<file path="src/sv/spbs_pkg.sv">
// shared types and constants of the sprite palette and box scanner
`default_nettype none
package spbs_pkg;

  localparam int PALETTE_DEPTH_DEF = 256;
  localparam int COORD_BITS_DEF    = 12;

  localparam int COLOR_W    = 32;
  localparam int SIZE_W     = 13;
  localparam int CFG_IDX_W  = 2;
  localparam int CFG_DATA_W = 32;

  localparam logic [CFG_IDX_W-1:0] CFG_CLIP_KEY    = 2'd0;
  localparam logic [CFG_IDX_W-1:0] CFG_CELL_WIDTH  = 2'd1;
  localparam logic [CFG_IDX_W-1:0] CFG_CELL_HEIGHT = 2'd2;

  localparam logic [SIZE_W-1:0] SPRITE_SIZE_RST = 13'd16;

  // control flags of a request travelling down the palette chain
  typedef struct packed {
    logic valid;
    logic new_sheet;
    logic found;
    logic added;
  } tok_flags_t;

  // sprite flags carried alongside the chain
  typedef struct packed {
    logic first;
    logic last;
  } spr_flags_t;

endpackage
`default_nettype wire

</file>
<file path="src/sv/spbs_cell.sv">
// one palette cell: holds an entry, matches or claims it for a passing request
`default_nettype none
module spbs_cell #(
  parameter int CELL_IDX = 0,
  parameter int IW       = 9
) (
  input  logic                       clk,
  input  logic                       rst_n,
  input  logic                       en,
  input  spbs_pkg::tok_flags_t       flags_in,
  input  logic [spbs_pkg::COLOR_W-1:0] color_in,
  input  logic [IW-1:0]              index_in,
  input  logic [IW-1:0]              size_in,
  output spbs_pkg::tok_flags_t       flags_out,
  output logic [spbs_pkg::COLOR_W-1:0] color_out,
  output logic [IW-1:0]              index_out,
  output logic [IW-1:0]              size_out
);

  logic                         vld_r, vld_nxt, vld_eff;
  logic [spbs_pkg::COLOR_W-1:0] ent_r, ent_nxt;
  logic                         hit, claim;
  spbs_pkg::tok_flags_t         flags_r, flags_nxt;
  logic [spbs_pkg::COLOR_W-1:0] color_r;
  logic [IW-1:0]                index_r, index_nxt, size_r, size_nxt;

  always_comb begin
    // a new sheet empties the entry before the lookup
    vld_eff   = flags_in.new_sheet ? 1'b0 : vld_r;
    hit       = flags_in.valid && !flags_in.found && vld_eff && (ent_r == color_in);
    claim     = flags_in.valid && !flags_in.found && !vld_eff;
    vld_nxt   = flags_in.valid ? (vld_eff || claim) : vld_r;
    ent_nxt   = claim ? color_in : ent_r;
    flags_nxt = flags_in;
    flags_nxt.found = flags_in.found || hit || claim;
    flags_nxt.added = flags_in.added || claim;
    index_nxt = (hit || claim) ? IW'(CELL_IDX) : index_in;
    size_nxt  = (vld_eff || claim) ? IW'(CELL_IDX + 1) : size_in;
  end

  always_ff @(posedge clk) begin
    if (!rst_n) begin
      vld_r   <= 1'b0;
      flags_r <= '0;
    end else if (en) begin
      vld_r   <= vld_nxt;
      flags_r <= flags_nxt;
    end
  end

  always_ff @(posedge clk) begin
    if (en) begin
      ent_r   <= ent_nxt;
      color_r <= color_in;
      index_r <= index_nxt;
      size_r  <= size_nxt;
    end
  end

  assign flags_out = flags_r;
  assign color_out = color_r;
  assign index_out = index_r;
  assign size_out  = size_r;

endmodule
`default_nettype wire

</file>
<file path="config.mk">
export PLATFORM = sky130hd
export DESIGN_NAME = spbs_cell
export DESIGN_NICKNAME = d
export VERILOG_FILES = /design/src/sv/spbs_pkg.sv /design/src/sv/spbs_cell.sv
export SDC_FILE = /design/constraint.sdc
export NUM_CORES = 1
export LEC_CHECK = 0
export ABC_AREA = 1
export ABC_CLOCK_PERIOD_IN_PS = 2850
export BUFFER_PORTS_ARGS = -buffer_cell sky130_fd_sc_hd__buf_2
export CORE_MARGIN = 1.5
export CORE_UTILIZATION = 52
export CTS_BUF_LIST = sky130_fd_sc_hd__clkbuf_4
export DETAILED_ROUTE_END_ITERATION = 8
export PLACE_DENSITY = 0.82
export SLEW_MARGIN = 20
export SYNTH_ARGS = -nofsm -noshare
export SYNTH_HDL_FRONTEND = slang
export SYNTH_SLANG_ARGS = --single-unit
</file>
<file path="constraint.sdc">
create_clock -name clk -period 2.85 [get_ports clk]
set_input_delay 0.4275 -clock clk [delete_from_list [all_inputs] [get_ports clk]]
set_output_delay 0.4275 -clock clk [all_outputs]
set_load 0.1 [all_outputs]
</file>
==> results of run 1 <==
cell type report:
cell class | instances | area (µm²) | area share
Clock inverter | 7 | 40.0 | 0.00976
Inverter | 41 | 154 | 0.0375
Sequential cell | 87 | 2560 | 0.625
Multi-Input combinational cell | 117 | 619 | 0.151
Tap cell | 75 | 93.8 | 0.0229
Timing Repair Buffer | 112 | 566 | 0.138
Clock buffer | 9 | 67.6 | 0.0165
stage by stage:
stage / std cells / cell area, µm²
CTS: 448 / 4100
global route: 448 / 4100
global placement: 432 / 4000
detailed placement: 432 / 4000
floorplan: 245 / 3330
finish: 448 / 4100
registers in the layout, indices dropped and copies added (netlist names):
signal / cells
flags_out: 4
index_out: 9
vld_r: 1
color_out: 32
ent_r: 32
size_out: 9
synthesized netlist by cell type:
library cell and instances:
edfxtp_1 82, inv_1 41, nand2_1 39, nor2_1 30, xnor2_1 12, xor2_1 11
nor2_2 10, dfxtp_1 5, a21oi_1 4, nand3_1 3, o21ai_0 3, nand2_4 1
nand3_2 1, nand4_1 1, nor3_1 1, or2_2 1
metal layers:
metal | routed length, µm | track usage | share of wire | vias to the layer above
li1 | - | - | - | 1049
met1 | 2410 | 0.208 | 0.41 | 962
met2 | 3040 | 0.303 | 0.52 | 65
met3 | 317 | 0.0487 | 0.054 | 13
met4 | 106 | 0.0758 | 0.018 | 0
met5 | 0 | 0 | 0 | -
kinds of logic after synthesis:
group,share of synthesized area
xor gates and xnor gates,0.0605
buffers and inverters,0.0462
and+or+nand+nor,0.113
AOI/OAI and AO/OA,0.0105
DFF,0.770
power by group:
part           switching (W)  total, W  internal, W
Combinational       0.000528  0.000628    0.0000998
Clock               0.000387  0.000559     0.000173
Sequential         0.0000199   0.00150      0.00148
worst register-to-register path: cells and delay by family (launching register included):
family                 cells  cell delay, ns
AND/OR/NAND/NOR            9            0.84
flip-flops                 1            0.41
buffers and inverters      1            0.07
how the worst max path moves through the flow:
| stage | endpoint | slack (ns) | depth (start not counted) |
|---|---|---|---|
| after floorplan | ent_r[0] | 0.33 | 4 |
| after global placement | index_out[7] | 1.10 | 11 |
| after detailed placement | index_out[3] | 1.09 | 11 |
| after CTS | flags_out[3] | 1.17 | 1 |
| after global routing | flags_out[3] | 1.14 | 1 |
| final | flags_out[3] | 1.20 | 1 |
==> qor.csv, run 1 <==
metric,value,unit
path_clk_slew,0.13,ns
rrSetupSlack,1.30,ns
grt_max_degree,56,
layout-drive-gt1-share,0.375,
required,2.42,ns
num-fill-cells,454,
via_per_inst,4.66,
fin_nets,425,
dieArea,6890,µm²
grt_use_total,0.176,
cp_data_arrival_time,1.22,ns
cts_hold_buf,0,
critPathSlowestCell,buf_2,
reg2regPathDepth,10,
grt_pass1_wl,9420,µm
ant_nets,0,
critPathLaunch,flags_out[3],
drt_iter0_drc,97,
syn_area_per_cell,13.6,µm²
synth_area_leaders,"edfxtp_1 74%, inv_1 4.6%, nand2_1 4.4%, nor2_1 3.4%, xnor2_1 3.2%",
remaining_drc_errors,0,
num_io_pins,111,
wl_per_cell,13.1,µm
vias,2089,
antenna_found_initial,0,
cts_resized,0,
holdPathEnd,ent_r[28],
setup_viol,0,
fin_ws,1.20,ns
min_from,color_in[28],
grt-ovfl-total,0,
chipHeight,83,µm
yosysUniqueCellTypes,16,
irDropWorstVdd,0.410,mV
status,"complete, no violations",
rsz0062_at_grt,false,
drv_slew,0,
start_util,0.549,
end_kind,output pin,
crit_family,buffers and inverters,
fin_hold_ws,0.220,ns
p_per_area,655,nW/µm²
tightestPinTransition,0.693,ns
placementRows,28,
drv_cap,0,
power.total,0.00269,W
synthToLayoutAreaGrowth,23.3,%
path_class,register to output pin,
leakage,1.82,nW
post_cts_buffers,0,
dp_hpwl,4210,µm
layout_common_cells,"110 x buf_2, 82 x edfxtp_1, 41 x inv_1, 39 x nand2_1, 29 x nor2_1",
tns,0,ns
synth-seq-area-share,0.770,
cts_max_path_buffers,2,
r2r-start,ent_r[19],
wirelength,5870,µm
max_stage_delay,0.44,ns
tritoncts,done,
relSlewSlack,0.538,
antenna_cells,0,
cp-start-kind,register,
netlist_area,3330,µm²
clock_skew,0.0119,ns
synth_warnings,0,
fmax,607,MHz
clock-sinks,87,
fp.coreArea,6060,µm²
path_cells,buf_2,
synth_top_cell_area_share,0.740,
cts_inserted_buffers,9,
final-hold-violation-count,0,
min_period,1.65,ns
finalCritPeriodShare,0.578,
globalplace.congestion,0.710,
synth_area_leader_cell,edfxtp_1,
r2r-end,index_out[3],
hold_class,input port to register,
layout_commonest_cell,buf_2,
grt_pass1_vias,2016,
die_w,83,µm
min_path_cells,1,
dp_slack,1.09,ns
syn_inst,245,
syn_nets,302,
fin_util,0.677,
io_buffers,110,
synth_seq_cells,87,
cp_max_fo,2,
clk_latency,0.41,ns
worst-path-buf-inv,1,
dr.pass1.iters,5,
h-tree-depth,3,
cts_root_buf,clkbuf_4,
Power figures use the tool's default switching activity.
==> run 2, diff against run 1 <==
- ABC_CLOCK_PERIOD_IN_PS: 2850 -> 1500
- CORE_UTILIZATION: 52 -> 47
- PLACE_DENSITY: 0.82 -> 0.78
- clock period: 2.85 -> 1.5 ns (I/O delays scaled with it)
==> run 2 against run 1 <==
  * The run now ends with setup timing left
  * Count of clock-buffer cells in the layout rose by 2
  * Via count rose by 3.7%
  * Die area up 10%
  * Critical path depth grew 7
  * Largest power group unchanged
  * Highest routed layer unchanged
==> qor.csv, run 2 (synthesis gave the netlist of run 1 again) <==
metric,value,unit,change
cp_data_arrival_time,1.69,ns,+0.47 ns
wirelength,6020,µm,+2.6%
vias,2166,,+3.7%
die_w,87.2,µm,+5.0%
tritoncts,done,,
globalplace.congestion,0.709,,-0.13%
dr.pass1.iters,4,,-1
cts_inserted_buffers,9,,unchanged
fin_nets,442,,+4.0%
layout_common_cells,"110 x buf_2, 82 x edfxtp_1, 41 x inv_1, 39 x nand2_1, 28 x nor2_1",,
layout_commonest_cell,buf_2,,
fin_ws,-0.00919,ns,-1.21 ns
tightestPinTransition,0.508,ns,-0.184 ns
post_cts_buffers,0,,unchanged
status,"finished, violations left",,
dp_slack,-0.0989,ns,-1.19 ns
fin_util,0.644,,-0.0328
num_io_pins,111,,unchanged
required,1.68,ns,-0.74 ns
grt_use_total,0.165,,-0.0117
place_inst,461,,+6.7%
p_per_area,1250,nW/µm²,+92%
clk_latency,0.42,ns,about the same
dieArea,7600,µm²,+10%
antenna_found_initial,0,,unchanged
grt-ovfl-total,0,,unchanged
relSlewSlack,0.663,,+0.125
irDropWorstVdd,0.892,mV,+120%
fmax,663,MHz,
wl_per_cell,12.4,µm,-5.4%
h-tree-depth,3,,unchanged
tns,-0.0131,ns,-0.0131 ns
drt_iter0_drc,73,,-25%
cp-start-kind,register,,
grt_pass1_wl,9200,µm,-2.3%
start_util,0.487,,-0.0620
rsz0062_at_grt,true,,
ant_nets,0,,unchanged
leakage,1.95,nW,+6.9%
intPower,0.00374,W,+110%
instances_no_fill,486,,+8.5%
seq_power_share,0.516,,-0.042
placementRows,30,,+7.1%
clock_power_share,0.259,,+0.051
failed_checks,setup timing,,
path_class,register to register,,
min_period,1.51,ns,
grt_pass1_vias,2054,,+1.9%
end_kind,register,,
antenna_cells,0,,unchanged
cts_max_path_buffers,2,,unchanged
drv_cap,0,,unchanged
synthToLayoutAreaGrowth,32.2,%,
grt_max_degree,56,,unchanged
layout-drive-gt1-share,0.392,,+0.0170
remaining_drc_errors,0,,unchanged
cp_max_fo,5,,+3
power_frac_comb,0.225,,-0.009
io_buffers,110,,unchanged
cts_root_buf,clkbuf_4,,
final-hold-violation-count,0,,unchanged
p_switching,0.00178,W,+90%
hold_class,input port to register,,
via_per_inst,4.46,,-4.4%
path_clk_slew,0.12,ns,about the same
clock_skew,0.0255,ns,+0.0136 ns
fp.coreArea,6830,µm²,+13%
finalCritPeriodShare,1.01,,
chipHeight,87.2,µm,+5.0%
dp_hpwl,4250,µm,+1.1%
drv_slew,0,,unchanged
clock-sinks,87,,unchanged
setup_viol,3,,+3
swShare,0.322,,-0.0260
## run 2: cell types whose count changed in the layout (fill, tap and decap cells not counted), sizes merged
cell	before	now
nand2	40	41
bufinv	0	2
buf	112	120
clkbuf	9	11
clkinv	7	3
dlygate4sd3	0	8
## run 2: worst paths after layout
path / from / end / slack [ns] / depth (start not counted)
max: ent_r[8] / index_out[5] / -0.009 / 8
min: color_in[24] / ent_r[24] / 0.02 / 1
max reg2reg: ent_r[8] / index_out[5] / -0.009 / 8
min reg2reg: flags_out[3] / flags_out[3] / 0.48 / 2
## run 2: layout make-up
class	instances	area [µm²]
Clock buffer	11	82.6
Clock inverter	5	72.6
Fill cell	536	2430
Inverter	41	154
Sequential cell	87	2560
Tap cell	96	120
Timing Repair Buffer	128	743
Multi-Input combinational cell	118	666
## run 2: worst max-delay path, stage by stage, from the launching register on
cell and delay [ns]:
edfxtp_1 0.44, xnor2_2 0.15, nand2_1 0.08, nor2_1 0.08, nand2_1 0.07, nor2_2 0.17
nand3_4 0.13, nand2_4 0.13, nor2_2 0.04
## run 2: timing repair
action / CTS / global route
cloned: 1 / 0
pin swaps: 7 / 3
hold endpoints to repair: 3 / 9
endpoints found under the setup margin: 9 / 9
hold buffers: 2 / 6
gates resized for setup: 3 / 3
## run 2: stage by stage
| stage | instance area (µm²) | power (W) | hold WS (ns) |
|---|---|---|---|
| finish | 4400 | 0.00552 | 0.0225 |
| global route | 4400 | 0.00571 | -0.0163 |
| CTS | 4320 | 0.00555 | 0.000396 |
| detailed placement | 4120 | 0.00413 | 0.448 |
| global placement | 4120 | 0.00411 | 0.443 |
| floorplan | 3340 | 0.00384 | 0.314 |
## run 2: power by group through the flow
stage	clock (W)	sequential, W	combinational (W)
after floorplan	0	0.00370	0.000136
after global placement	0	0.00290	0.00121
after detailed placement	0	0.00290	0.00123
after CTS	0.00146	0.00285	0.00123
after global routing	0.00155	0.00286	0.00130
final	0.00143	0.00285	0.00124
## run 2: per-layer routing
layer  vias up  track usage  part of all wire
li1       1087            -                 -
met1       993        0.190              0.41
met2        75        0.278              0.51
met3        11       0.0493             0.068
met4         0       0.0866             0.016
met5         -            0                 0
