$ cat src/sv/spbs_pkg.sv
// shared types and constants of the sprite palette and box scanner
`default_nettype none
package spbs_pkg;

  localparam int PALETTE_DEPTH_DEF = 256;
  localparam int COORD_BITS_DEF    = 12;

  localparam int COLOR_W    = 32;
  localparam int SIZE_W     = 13;
  localparam int CFG_IDX_W  = 2;
  localparam int CFG_DATA_W = 32;

  localparam logic [CFG_IDX_W-1:0] CFG_CLIP_KEY    = 2'd0;
  localparam logic [CFG_IDX_W-1:0] CFG_CELL_WIDTH  = 2'd1;
  localparam logic [CFG_IDX_W-1:0] CFG_CELL_HEIGHT = 2'd2;

  localparam logic [SIZE_W-1:0] SPRITE_SIZE_RST = 13'd16;

  // control flags of a request travelling down the palette chain
  typedef struct packed {
    logic valid;
    logic new_sheet;
    logic found;
    logic added;
  } tok_flags_t;

  // sprite flags carried alongside the chain
  typedef struct packed {
    logic first;
    logic last;
  } spr_flags_t;

endpackage
`default_nettype wire

$ cat src/sv/spbs_box.sv
// bounding box tracker and result register at the end of the chain
`default_nettype none
module spbs_box #(
  parameter int COORD_BITS = 12,
  parameter int IW         = 9,
  parameter int PW         = 25
) (
  input  logic                          clk,
  input  logic                          rst_n,
  input  logic                          en,
  input  spbs_pkg::tok_flags_t          flags_in,
  input  spbs_pkg::spr_flags_t          spr_in,
  input  logic [spbs_pkg::COLOR_W-1:0]  color_in,
  input  logic [IW-1:0]                 index_in,
  input  logic [IW-1:0]                 size_in,
  input  logic [COORD_BITS-1:0]         px_in,
  input  logic [COORD_BITS-1:0]         py_in,
  input  logic [PW-1:0]                 prod_in,
  input  logic [spbs_pkg::COLOR_W-1:0]  key_color,
  input  logic [spbs_pkg::SIZE_W-1:0]   cell_w,
  input  logic [spbs_pkg::SIZE_W-1:0]   cell_h,
  output logic                          out_valid,
  output logic [IW-1:0]                 out_palette_index,
  output logic                          out_color_is_new,
  output logic                          out_palette_full,
  output logic [IW-1:0]                 out_palette_size,
  output logic                          out_sprite_done,
  output logic [COORD_BITS:0]           out_box_x_min,
  output logic [COORD_BITS:0]           out_box_x_max,
  output logic [COORD_BITS:0]           out_box_y_min,
  output logic [COORD_BITS:0]           out_box_y_max
);

  localparam logic [PW:0] LIMIT = (PW+1)'(1) << COORD_BITS;

  function automatic logic [COORD_BITS:0] sat(input logic [PW:0] v);
    sat = (v > LIMIT) ? LIMIT[COORD_BITS:0] : v[COORD_BITS:0];
  endfunction

  logic [COORD_BITS:0] xmin_r, xmax_r, ymin_r, ymax_r;
  logic [COORD_BITS:0] xmin_nxt, xmax_nxt, ymin_nxt, ymax_nxt;
  logic [COORD_BITS:0] xmin_s, xmax_s, ymin_s, ymax_s;
  logic [COORD_BITS:0] px_e, py_e;
  logic                nonclip;
  logic                valid_r;
  logic [IW-1:0]       index_r, size_r;
  logic                new_r, full_r, done_r;
  logic [COORD_BITS:0] bx0_r, bx1_r, by0_r, by1_r;

  always_comb begin
    px_e    = {1'b0, px_in};
    py_e    = {1'b0, py_in};
    nonclip = color_in != key_color;
    if (spr_in.first) begin
      xmin_s = sat({1'b0, prod_in} + (PW+1)'(cell_w));
      xmax_s = sat({1'b0, prod_in});
      ymin_s = sat((PW+1)'(cell_h));
      ymax_s = '0;
    end else begin
      xmin_s = xmin_r;
      xmax_s = xmax_r;
      ymin_s = ymin_r;
      ymax_s = ymax_r;
    end
    xmin_nxt = (nonclip && px_e < xmin_s) ? px_e : xmin_s;
    xmax_nxt = (nonclip && px_e > xmax_s) ? px_e : xmax_s;
    ymin_nxt = (nonclip && py_e < ymin_s) ? py_e : ymin_s;
    ymax_nxt = (nonclip && py_e > ymax_s) ? py_e : ymax_s;
  end

  always_ff @(posedge clk) begin
    if (!rst_n) begin
      xmin_r  <= '0;
      xmax_r  <= '0;
      ymin_r  <= '0;
      ymax_r  <= '0;
      valid_r <= 1'b0;
    end else if (en) begin
      valid_r <= flags_in.valid;
      if (flags_in.valid) begin
        xmin_r <= xmin_nxt;
        xmax_r <= xmax_nxt;
        ymin_r <= ymin_nxt;
        ymax_r <= ymax_nxt;
      end
    end
  end

  always_ff @(posedge clk) begin
    if (en) begin
      index_r <= index_in;
      size_r  <= size_in;
      new_r   <= flags_in.added;
      full_r  <= !flags_in.found;
      done_r  <= spr_in.last;
      bx0_r   <= spr_in.last ? xmin_nxt : '0;
      bx1_r   <= spr_in.last ? xmax_nxt : '0;
      by0_r   <= spr_in.last ? ymin_nxt : '0;
      by1_r   <= spr_in.last ? ymax_nxt : '0;
    end
  end

  assign out_valid         = valid_r;
  assign out_palette_index = index_r;
  assign out_color_is_new  = new_r;
  assign out_palette_full  = full_r;
  assign out_palette_size  = size_r;
  assign out_sprite_done   = done_r;
  assign out_box_x_min     = bx0_r;
  assign out_box_x_max     = bx1_r;
  assign out_box_y_min     = by0_r;
  assign out_box_y_max     = by1_r;

endmodule
`default_nettype wire

$ cat config.mk
export PLATFORM = sky130hd
export DESIGN_NAME = spbs_box
export DESIGN_NICKNAME = d
export VERILOG_FILES = /design/src/sv/spbs_pkg.sv /design/src/sv/spbs_box.sv
export SDC_FILE = /design/constraint.sdc
export NUM_CORES = 1
export LEC_CHECK = 0
export BUFFER_PORTS_ARGS = -buffer_cell sky130_fd_sc_hd__buf_2
export CELL_PAD_IN_SITES_DETAIL_PLACEMENT = 1
export CELL_PAD_IN_SITES_GLOBAL_PLACEMENT = 1
export CORE_MARGIN = 2
export CORE_UTILIZATION = 42
export CTS_CLUSTER_SIZE = 8
export DETAILED_ROUTE_END_ITERATION = 8
export GPL_TIMING_DRIVEN = 1
export PLACE_DENSITY = 0.83
export RECOVER_POWER = 100
export SLEW_MARGIN = 30
export SYNTH_ARGS = -nofsm -noshare
export SYNTH_HDL_FRONTEND = slang
export SYNTH_SLANG_ARGS = --single-unit
export TNS_END_PERCENT = 1
$ cat constraint.sdc
create_clock -name clk -period 8.7 [get_ports clk]
set_input_delay 0.435 -clock clk [delete_from_list [all_inputs] [get_ports clk]]
set_output_delay 0.435 -clock clk [all_outputs]
set_load 0.02 [all_outputs]
==> results of run 1 <==
Yosys cell counts (3+ instances only):
| master | n |
|---|---|
| sky130_fd_sc_hd__a211oi_1 | 8 |
| sky130_fd_sc_hd__a21o_1 | 14 |
| sky130_fd_sc_hd__a21oi_1 | 56 |
| sky130_fd_sc_hd__a22o_1 | 12 |
| sky130_fd_sc_hd__a22oi_1 | 32 |
| sky130_fd_sc_hd__a31o_2 | 4 |
| sky130_fd_sc_hd__a31oi_1 | 4 |
| sky130_fd_sc_hd__a32oi_1 | 9 |
| sky130_fd_sc_hd__and2_1 | 25 |
| sky130_fd_sc_hd__and3_1 | 4 |
| sky130_fd_sc_hd__and4_1 | 3 |
| sky130_fd_sc_hd__buf_1 | 4 |
| sky130_fd_sc_hd__buf_2 | 3 |
| sky130_fd_sc_hd__clkbuf_1 | 38 |
| sky130_fd_sc_hd__dfxtp_1 | 53 |
| sky130_fd_sc_hd__edfxtp_1 | 73 |
| sky130_fd_sc_hd__ha_1 | 59 |
| sky130_fd_sc_hd__inv_1 | 40 |
| sky130_fd_sc_hd__mux2_2 | 16 |
| sky130_fd_sc_hd__mux2i_1 | 19 |
| sky130_fd_sc_hd__nand2_1 | 72 |
| sky130_fd_sc_hd__nand2b_1 | 11 |
| sky130_fd_sc_hd__nand3_1 | 26 |
| sky130_fd_sc_hd__nand4_1 | 18 |
| sky130_fd_sc_hd__nor2_1 | 70 |
| sky130_fd_sc_hd__nor2b_1 | 9 |
| sky130_fd_sc_hd__nor3_1 | 10 |
| sky130_fd_sc_hd__nor4_1 | 21 |
| sky130_fd_sc_hd__o21a_1 | 4 |
| sky130_fd_sc_hd__o21ai_0 | 46 |
| sky130_fd_sc_hd__o31ai_1 | 3 |
| sky130_fd_sc_hd__or2_1 | 8 |
| sky130_fd_sc_hd__or3_1 | 3 |
| sky130_fd_sc_hd__xnor2_1 | 10 |
| sky130_fd_sc_hd__xor2_1 | 35 |
worst min path at each step:
| stage | slack (ns) | startpoint | endpoint |
|---|---|---|---|
| 6_report | 0.18 | index_in[5] | out_palette_index[5] |
| 5_1_grt | 0.17 | index_in[5] | out_palette_index[5] |
| 4_1_cts | 0.18 | index_in[5] | out_palette_index[5] |
| 3_5_place_dp | 0.45 | xmin_r[1] | xmin_r[1] |
| 3_3_place_gp | 0.44 | xmin_r[7] | xmin_r[7] |
| 2_1_floorplan | 0.43 | xmin_r[10] | xmin_r[10] |
cell families after synthesis:
kind of cell    after synthesis  synth area share
simple gates                290            0.1791
compound gates              225            0.1882
fa+ha+maj                    60           0.09340
xor+xnor                     45           0.04855
flops                       126            0.4007
buf+inv                      87           0.04161
mux                          37           0.04840
cell type report:
| cell class | instances | area [um^2] |
|---|---|---|
| antenna | 1 | 2.502 |
| clock inverter | 15 | 158.9 |
| timing repair buffer | 249 | 1144 |
| inverter | 40 | 150.1 |
| tap | 260 | 325.3 |
| multi-input combinational | 657 | 4522 |
| clock buffer | 17 | 425.4 |
| fill | 2276 | 8850 |
| sequential | 126 | 3253 |
layer usage:
layer	part of all wire	track usage	wire length (um)
met1	0.41	0.3318	11450
met2	0.49	0.4775	13850
met3	0.074	0.05734	2071
met5	0	0	0
met4	0.023	0.07921	648
metrics by stage:
stage	cells	worst slack, ns	power, mW
after floorplan	870	3.307	0.9057
after detailed placement	1331	2.375	1.057
after global routing	1365	1.357	1.818
final	1365	1.982	1.749
after global placement	1331	2.474	1.043
after CTS	1363	2.773	1.765
state kept, by name, summed over array words and instances (netlist names):
name / cells
xmin_r: 13
out_box_y_max: 13
xmax_r: 13
out_color_is_new: 1
out_palette_full: 1
out_valid: 1
out_box_y_min: 13
out_palette_size: 9
ymin_r: 13
out_sprite_done: 1
ymax_r: 13
out_palette_index: 9
out_box_x_max: 13
out_box_x_min: 13
power by group through the flow:
stage               registers (mW)  logic (mW)  clock network (mW)
finish                       0.682       0.359               0.709
global route                 0.685       0.392               0.741
CTS                          0.679       0.370               0.716
detailed placement           0.692       0.365                   0
global placement             0.689       0.354                   0
floorplan                    0.721       0.185                   0
worst reg2reg max path, stage by stage (launching register included):
cell	delay, ns
sky130_fd_sc_hd__dfxtp_1	0.31
sky130_fd_sc_hd__a21oi_1	0.29
sky130_fd_sc_hd__ha_1	0.33
sky130_fd_sc_hd__a21o_1	0.17
sky130_fd_sc_hd__a21oi_1	0.14
sky130_fd_sc_hd__nor2b_1	0.06
sky130_fd_sc_hd__o41ai_1	0.38
sky130_fd_sc_hd__a21oi_1	0.14
sky130_fd_sc_hd__a211oi_1	0.31
sky130_fd_sc_hd__o21a_1	0.26
sky130_fd_sc_hd__o22a_1	0.88
sky130_fd_sc_hd__mux2_2	0.42
sky130_fd_sc_hd__nor2_1	0.09
==> impl_metrics.yaml, run 1 <==
critical_path:
  critPathRequiredTime_ns: 8.97
  critical_path.reg2reg.endpoint: "out_box_x_min[5]"
  worst_path_dominant_cell_family: "compound AO/OA/AOI/OAI gates"
  cp-startpoint: "prod_in[0]"
  r2r_cells: 12
  reg2reg_slack_ns: 4.79
  buffering_stage_count_on_the_worst_path_with_inverters_included: 2
  critical_path_peak_fanout: 31
  crit_path_end: "out_box_x_min[5]"
  timing.critical_path.cells: "clkbuf_1 -> ha_1 -> inv_1 -> fa_1 -> nand2b_1 -> a211oi_1 -> o21ai_0 -> xnor2_1 -> a211o_1 -> o41a_1 -> or3_1 -> nor2_1 -> a21oi_1 -> ha_1 -> a21o_1 -> a21oi_1 -> nor2b_1 -> o41ai_1 -> a21oi_1 -> a211oi_1 -> o21a_1 -> o22a_1 -> mux2_2 -> nor2_1"
  crit_path_frequent_cell: "sky130_fd_sc_hd__a21oi_1"
  setup.worst_path.end_class: "register"
  setup.worst_path.class: "input pin to register"
  largest_stage_delay_on_the_critical_path_ns: 0.88
  highest_delay_cell_along_the_critical_path: "sky130_fd_sc_hd__o22a_1"
  startpoint_kind_of_the_worst_setup_timing_path: "input pin"
  cp.arrival_ns: 6.99
  reg2reg_from: "xmin_r[6]"
  crit_cells: 24
floorplan:
  num_io_pins: 240
  fp.coreArea_um2: 18830
  die_w_um: 143.0
  floorplan.initialDensity: 0.4311
  die_height_um: 143.0
  rows: 50
  fp.dieArea_um2: 20460
power_and_ir_drop:
  internal_dissipation_mw: 1.221
  p_leak_nw: 3.949
  combinationalPowerShare: 0.205
  share_seq_of_total_power: 0.390
  power.density_nw_per_um2: 175.3
  power.share.switching: 0.3018
  clock_network_power_share: 0.405
  power_switching_mw: 0.5279
  max-vdd-ir-drop_uv: 134.6
clocking:
  cts_tree: "done"
  cts_hold_buffers: 0
  cts_setup_buffers: 0
  cts.root.buffer_cell: "sky130_fd_sc_hd__clkbuf_16"
  clk_latency_ns: 0.42
  cts_htree_levels: 4
  clock_tree.buffer_depth: 2
  number_of_clock_sinks: 126
  cts_repair_resize_count: 0
  cts.clk_slew.worst_paths_ns: 0.06
  tritoncts.num_buffers: 17
placement:
  place_hpwl_um: 20970
  place_congestion: 0.8529
  buffer_ports.inserted: 238
  detailed_place.area_um2: 9555
timing:
  report.final.hold_viol_count: 0
  max_freq_mhz: 148.9
  rsz0062_at_grt: "false"
  shortest_clock_period_the_worst_path_allows_after_layout_ns: 6.718
  worst_slew_pin_slew_ns: 4.212
  holdWs_ns: 0.1835
  final_min_period_over_clock_period: 0.7721
  fin_setup_tns_ns: 0
  slew-limit-headroom: -1.808
  final_max_slew_viol_count: 83
  worst_clock_skew_ns: 0.006487
  finalSetupViolations: 0
yosys:
  synth-edff-count: 73
  postSynthNetCount: 1096
  ys_seq_elements: 126
  postSynth.topFlopCell: "sky130_fd_sc_hd__edfxtp_1"
  synth_top_cell_area_share: 0.2700
  ys_top_cells_by_area: "sky130_fd_sc_hd__edfxtp_1 27%, sky130_fd_sc_hd__dfxtp_1 13%, sky130_fd_sc_hd__ha_1 9.1%"
  yosys.cell_types.count: 71
  postSynth.asyncResetShare: 0
  seq_area_frac_synth: 0.4007
  syn-instance-count: 870
  postSynthAreaPerCell_um2: 9.331
  warnings_from_yosys: 0
  post_synth_instance_area_um2: 8118
  yosysTopAreaCell: "sky130_fd_sc_hd__edfxtp_1"
drt:
  drt_pass1_iterations: 4
  wl_per_cell_um: 20.52
  vias: 7847
  drt_drc_violations_left: 0
  detail_routed_via_count_per_cell: 5.749
  postRouteAntennaNets: 0
  wirelength_um: 28010
  drt_first_iter_violations: 595
global_routing:
  grt_max_degree: 75
  overflow: 0
  vias_in_the_first_global_route: 8005
  grt_pass1_wl_um: 42760
  grtUsageTotal: 0.2706
  grt_antenna_before_repair: 1
status:
  violations: "capacitance limit, slew limit"
  outcome: "finished, violations left"
hold_path:
  whs_path_depth: 1
  timing.hold.worst.class: "input pin to register"
layout:
  synthToLayoutAreaGrowth_pct: 22.95
  layout.nets: 1317
  post_route_cells_drive_above_1_share: 0.1947
  post-route-cell-area_um2: 9981
  mostFrequentLayoutCells: "158 x sky130_fd_sc_hd__buf_2, 88 x sky130_fd_sc_hd__clkbuf_1, 73 x sky130_fd_sc_hd__edfxtp_1"
  final_util: 0.5300
  layout_commonest_cell: "sky130_fd_sc_hd__buf_2"
flow_run:
  drv_cap: 2
(Power assumes the default switching activity.)
==> run 2, diff against run 1 <==
Settings changed: ABC_AREA set to 1, CORE_UTILIZATION 42 to 38, PLACE_DENSITY 0.83 to 0.79.
Clock period 8.7 ns to 6.3 ns, I/O delays scaled along.
==> run 2 against run 1 <==
Net effect: the run still ends with capacitance limit, slew limit left; routed wire length up 7.0%; sequential cell count unchanged; clock-buffer cell count up 1; largest power group unchanged.
==> impl_metrics.yaml, run 2 <==
floorplan:
  fp.coreArea_um2: 22780
  rows: 55
  floorplan.initialDensity: 0.3890
  fp.dieArea_um2: 24550
  die_height_um: 156.7
  die_w_um: 156.7
  num_io_pins: 240
timing:
  report.final.hold_viol_count: 0
  max_freq_mhz: 188.6
  worst_slew_pin_slew_ns: 2.670
  final_min_period_over_clock_period: 0.8416
  worst_clock_skew_ns: 0.01504
  setup_ws_ns: 0.9977
  finalSetupViolations: 0
  shortest_clock_period_the_worst_path_allows_after_layout_ns: 5.302
  holdWs_ns: 0.06223
  final_max_slew_viol_count: 150
  rsz0062_at_grt: "false"
  slew-limit-headroom: -0.7798
  fin_setup_tns_ns: 0
yosys:
  yosysTopAreaCell: "sky130_fd_sc_hd__edfxtp_1"
  postSynthAreaPerCell_um2: 7.111
  synth_common_cells: "298 x sky130_fd_sc_hd__nand2_1, 207 x sky130_fd_sc_hd__inv_1, 128 x sky130_fd_sc_hd__nor2_1, 85 x sky130_fd_sc_hd__nand3_1, 77 x sky130_fd_sc_hd__a21oi_1"
  post_synth_instance_area_um2: 8860
  postSynth.asyncResetShare: 0
  largest_family_of_logic_cells_by_synthesized_area: "simple AND/OR/NAND/NOR gates"
  post_synth_xor_area_fraction: 0.03065
  ys_seq_elements: 126
  synthSimpleGateAreaFrac: 0.2782
  seq_area_frac_synth: 0.3672
  synth_top_cell_area_share: 0.2474
  synth_compound_area_frac: 0.1295
  synth-edff-count: 73
  warnings_from_yosys: 0
  ys_top_cells_by_area: "sky130_fd_sc_hd__edfxtp_1 25%, sky130_fd_sc_hd__nand2_1 13%, sky130_fd_sc_hd__dfxtp_1 12%"
  post_synth_fa_ha_maj_area_fraction: 0.08558
  synth_most_common_cell: "sky130_fd_sc_hd__nand2_1"
  postSynth.topFlopCell: "sky130_fd_sc_hd__edfxtp_1"
  yosys.cell_types.count: 38
  syn-instance-count: 1246
  postSynthNetCount: 1472
  multiplexer_share_of_the_synthesized_area: 0
drt:
  vias: 9105
  drt_pass1_iterations: 5
  drt_first_iter_violations: 327
  drt_drc_violations_left: 0
  wirelength_um: 29980
  postRouteAntennaNets: 0
  wl_per_cell_um: 16.74
  detail_routed_via_count_per_cell: 5.084
clocking:
  cts_tree: "done"
  cts_htree_levels: 4
  cts.clk_slew.worst_paths_ns: 0.06
  clock_tree.buffer_depth: 2
  tritoncts.num_buffers: 17
  clk_latency_ns: 0.43
  number_of_clock_sinks: 126
  cts_repair_resize_count: 0
  cts_setup_buffers: 0
  cts_hold_buffers: 0
  cts.root.buffer_cell: "sky130_fd_sc_hd__clkbuf_16"
critical_path:
  startpoint_kind_of_the_worst_setup_timing_path: "input pin"
  critPathRequiredTime_ns: 6.43
  setup.worst_path.class: "input pin to register"
  setup.worst_path.end_class: "register"
  critical_path_peak_fanout: 13
  r2r_cells: 14
  cp.arrival_ns: 5.44
status:
  violations: "capacitance limit, slew limit"
  outcome: "finished, violations left"
global_routing:
  grtUsageTotal: 0.2443
  overflow: 0
  grt_pass1_wl_um: 47110
  grt_max_degree: 72
  grt_antenna_before_repair: 0
  vias_in_the_first_global_route: 9269
layout:
  number_of_fillers_in_the_final_layout: 3007
  synthToLayoutAreaGrowth_pct: 21.37
  layout_commonest_cell: "sky130_fd_sc_hd__nand2_1"
  register_area_um2: 3253
  antennaDiodeCount: 0
  mostFrequentLayoutCells: "299 x sky130_fd_sc_hd__nand2_1, 208 x sky130_fd_sc_hd__inv_1, 159 x sky130_fd_sc_hd__buf_2"
  layout.nets: 1691
  multi_input_combinational_cell_area_um2: 4637
  post_route_cells_drive_above_1_share: 0.1488
power_and_ir_drop:
  max-vdd-ir-drop_uv: 188.7
  p_leak_nw: 5.341
  power.density_nw_per_um2: 232.6
placement:
  buffer_ports.inserted: 238
  place_worst_setup_slack_ns: 1.152
  place_hpwl_um: 22590
  place_congestion: 0.8748
hold_path:
  timing.hold.worst.class: "input pin to register"
  whs_path_depth: 1
flow_run:
  drv_cap: 3
run 2: stage by stage:
step                      cells  area [um^2]  power (mW)    util
after floorplan            1246         8860       1.337       -
after global placement     1759        10300       1.534  0.4523
after detailed placement   1759        10300       1.556  0.4524
after CTS                  1791        10870       2.521  0.4771
after global routing       1791        10750       2.623  0.4721
final                      1791        10750       2.501  0.4721
run 2: critical path, stage by stage:
cell                       delay, ns
sky130_fd_sc_hd__buf_2          0.14
sky130_fd_sc_hd__ha_1           0.18
sky130_fd_sc_hd__inv_1          0.07
sky130_fd_sc_hd__fa_1           0.41
sky130_fd_sc_hd__inv_1          0.10
sky130_fd_sc_hd__nand2_1        0.05
sky130_fd_sc_hd__nand2_1        0.13
sky130_fd_sc_hd__nand2_1        0.09
sky130_fd_sc_hd__nor2_1         0.24
sky130_fd_sc_hd__nand2_1        0.11
sky130_fd_sc_hd__nand4_1        0.12
sky130_fd_sc_hd__nand3_1        0.08
sky130_fd_sc_hd__nor2_1         0.15
sky130_fd_sc_hd__nand2_1        0.08
sky130_fd_sc_hd__nor2_2         0.49
sky130_fd_sc_hd__a31oi_1        0.20
sky130_fd_sc_hd__ha_1           0.35
sky130_fd_sc_hd__a21oi_1        0.15
sky130_fd_sc_hd__nor2_1         0.06
sky130_fd_sc_hd__a211oi_1       0.19
sky130_fd_sc_hd__nor2_1         0.08
sky130_fd_sc_hd__nor2_1         0.75
sky130_fd_sc_hd__nand2_1        0.54
sky130_fd_sc_hd__nand2_1        0.26
sky130_fd_sc_hd__a21oi_1        0.09
run 2: final cells by class:
cell class	instances	share of cell area
sequential	126	0.3025
timing repair buffer	242	0.1038
clock inverter	14	0.01245
tap	313	0.03642
multi-input combinational	867	0.4312
inverter	211	0.07366
clock buffer	18	0.03991
run 2: worst paths after layout:
path,start,to,slack (ns)
hold / removal,index_in[7],out_palette_index[7],0.06
setup reg to reg,ymax_r[2],ymax_r[10],2.87
setup / recovery,prod_in[0],out_box_x_min[0],1.0
hold reg to reg,out_valid,out_valid,0.46
run 2: cell families (layout without fill, tap and decap cells):
| logic type | after synthesis | after routing |
|---|---|---|
| AO/OA/AOI/OAI | 195 | 195 |
| XOR/XNOR | 31 | 31 |
| adder cells (fa/ha/maj) | 60 | 60 |
| buffers and inverters | 253 | 485 |
| flip-flops | 126 | 126 |
| AND/OR/NAND/NOR | 581 | 581 |
run 2: routing by layer:
layer	share of wire	GRT usage	vias up
met5	0	0	-
met4	0.019	0.07689	0
met3	0.043	0.02963	35
met2	0.50	0.4435	228
met1	0.44	0.3005	4331
li1	-	-	4511
run 2: where the power goes:
part           switching, mW  internal (mW)
Clock                  0.415          0.549
Combinational          0.385          0.193
Sequential            0.0210          0.938
Total                  0.821           1.68
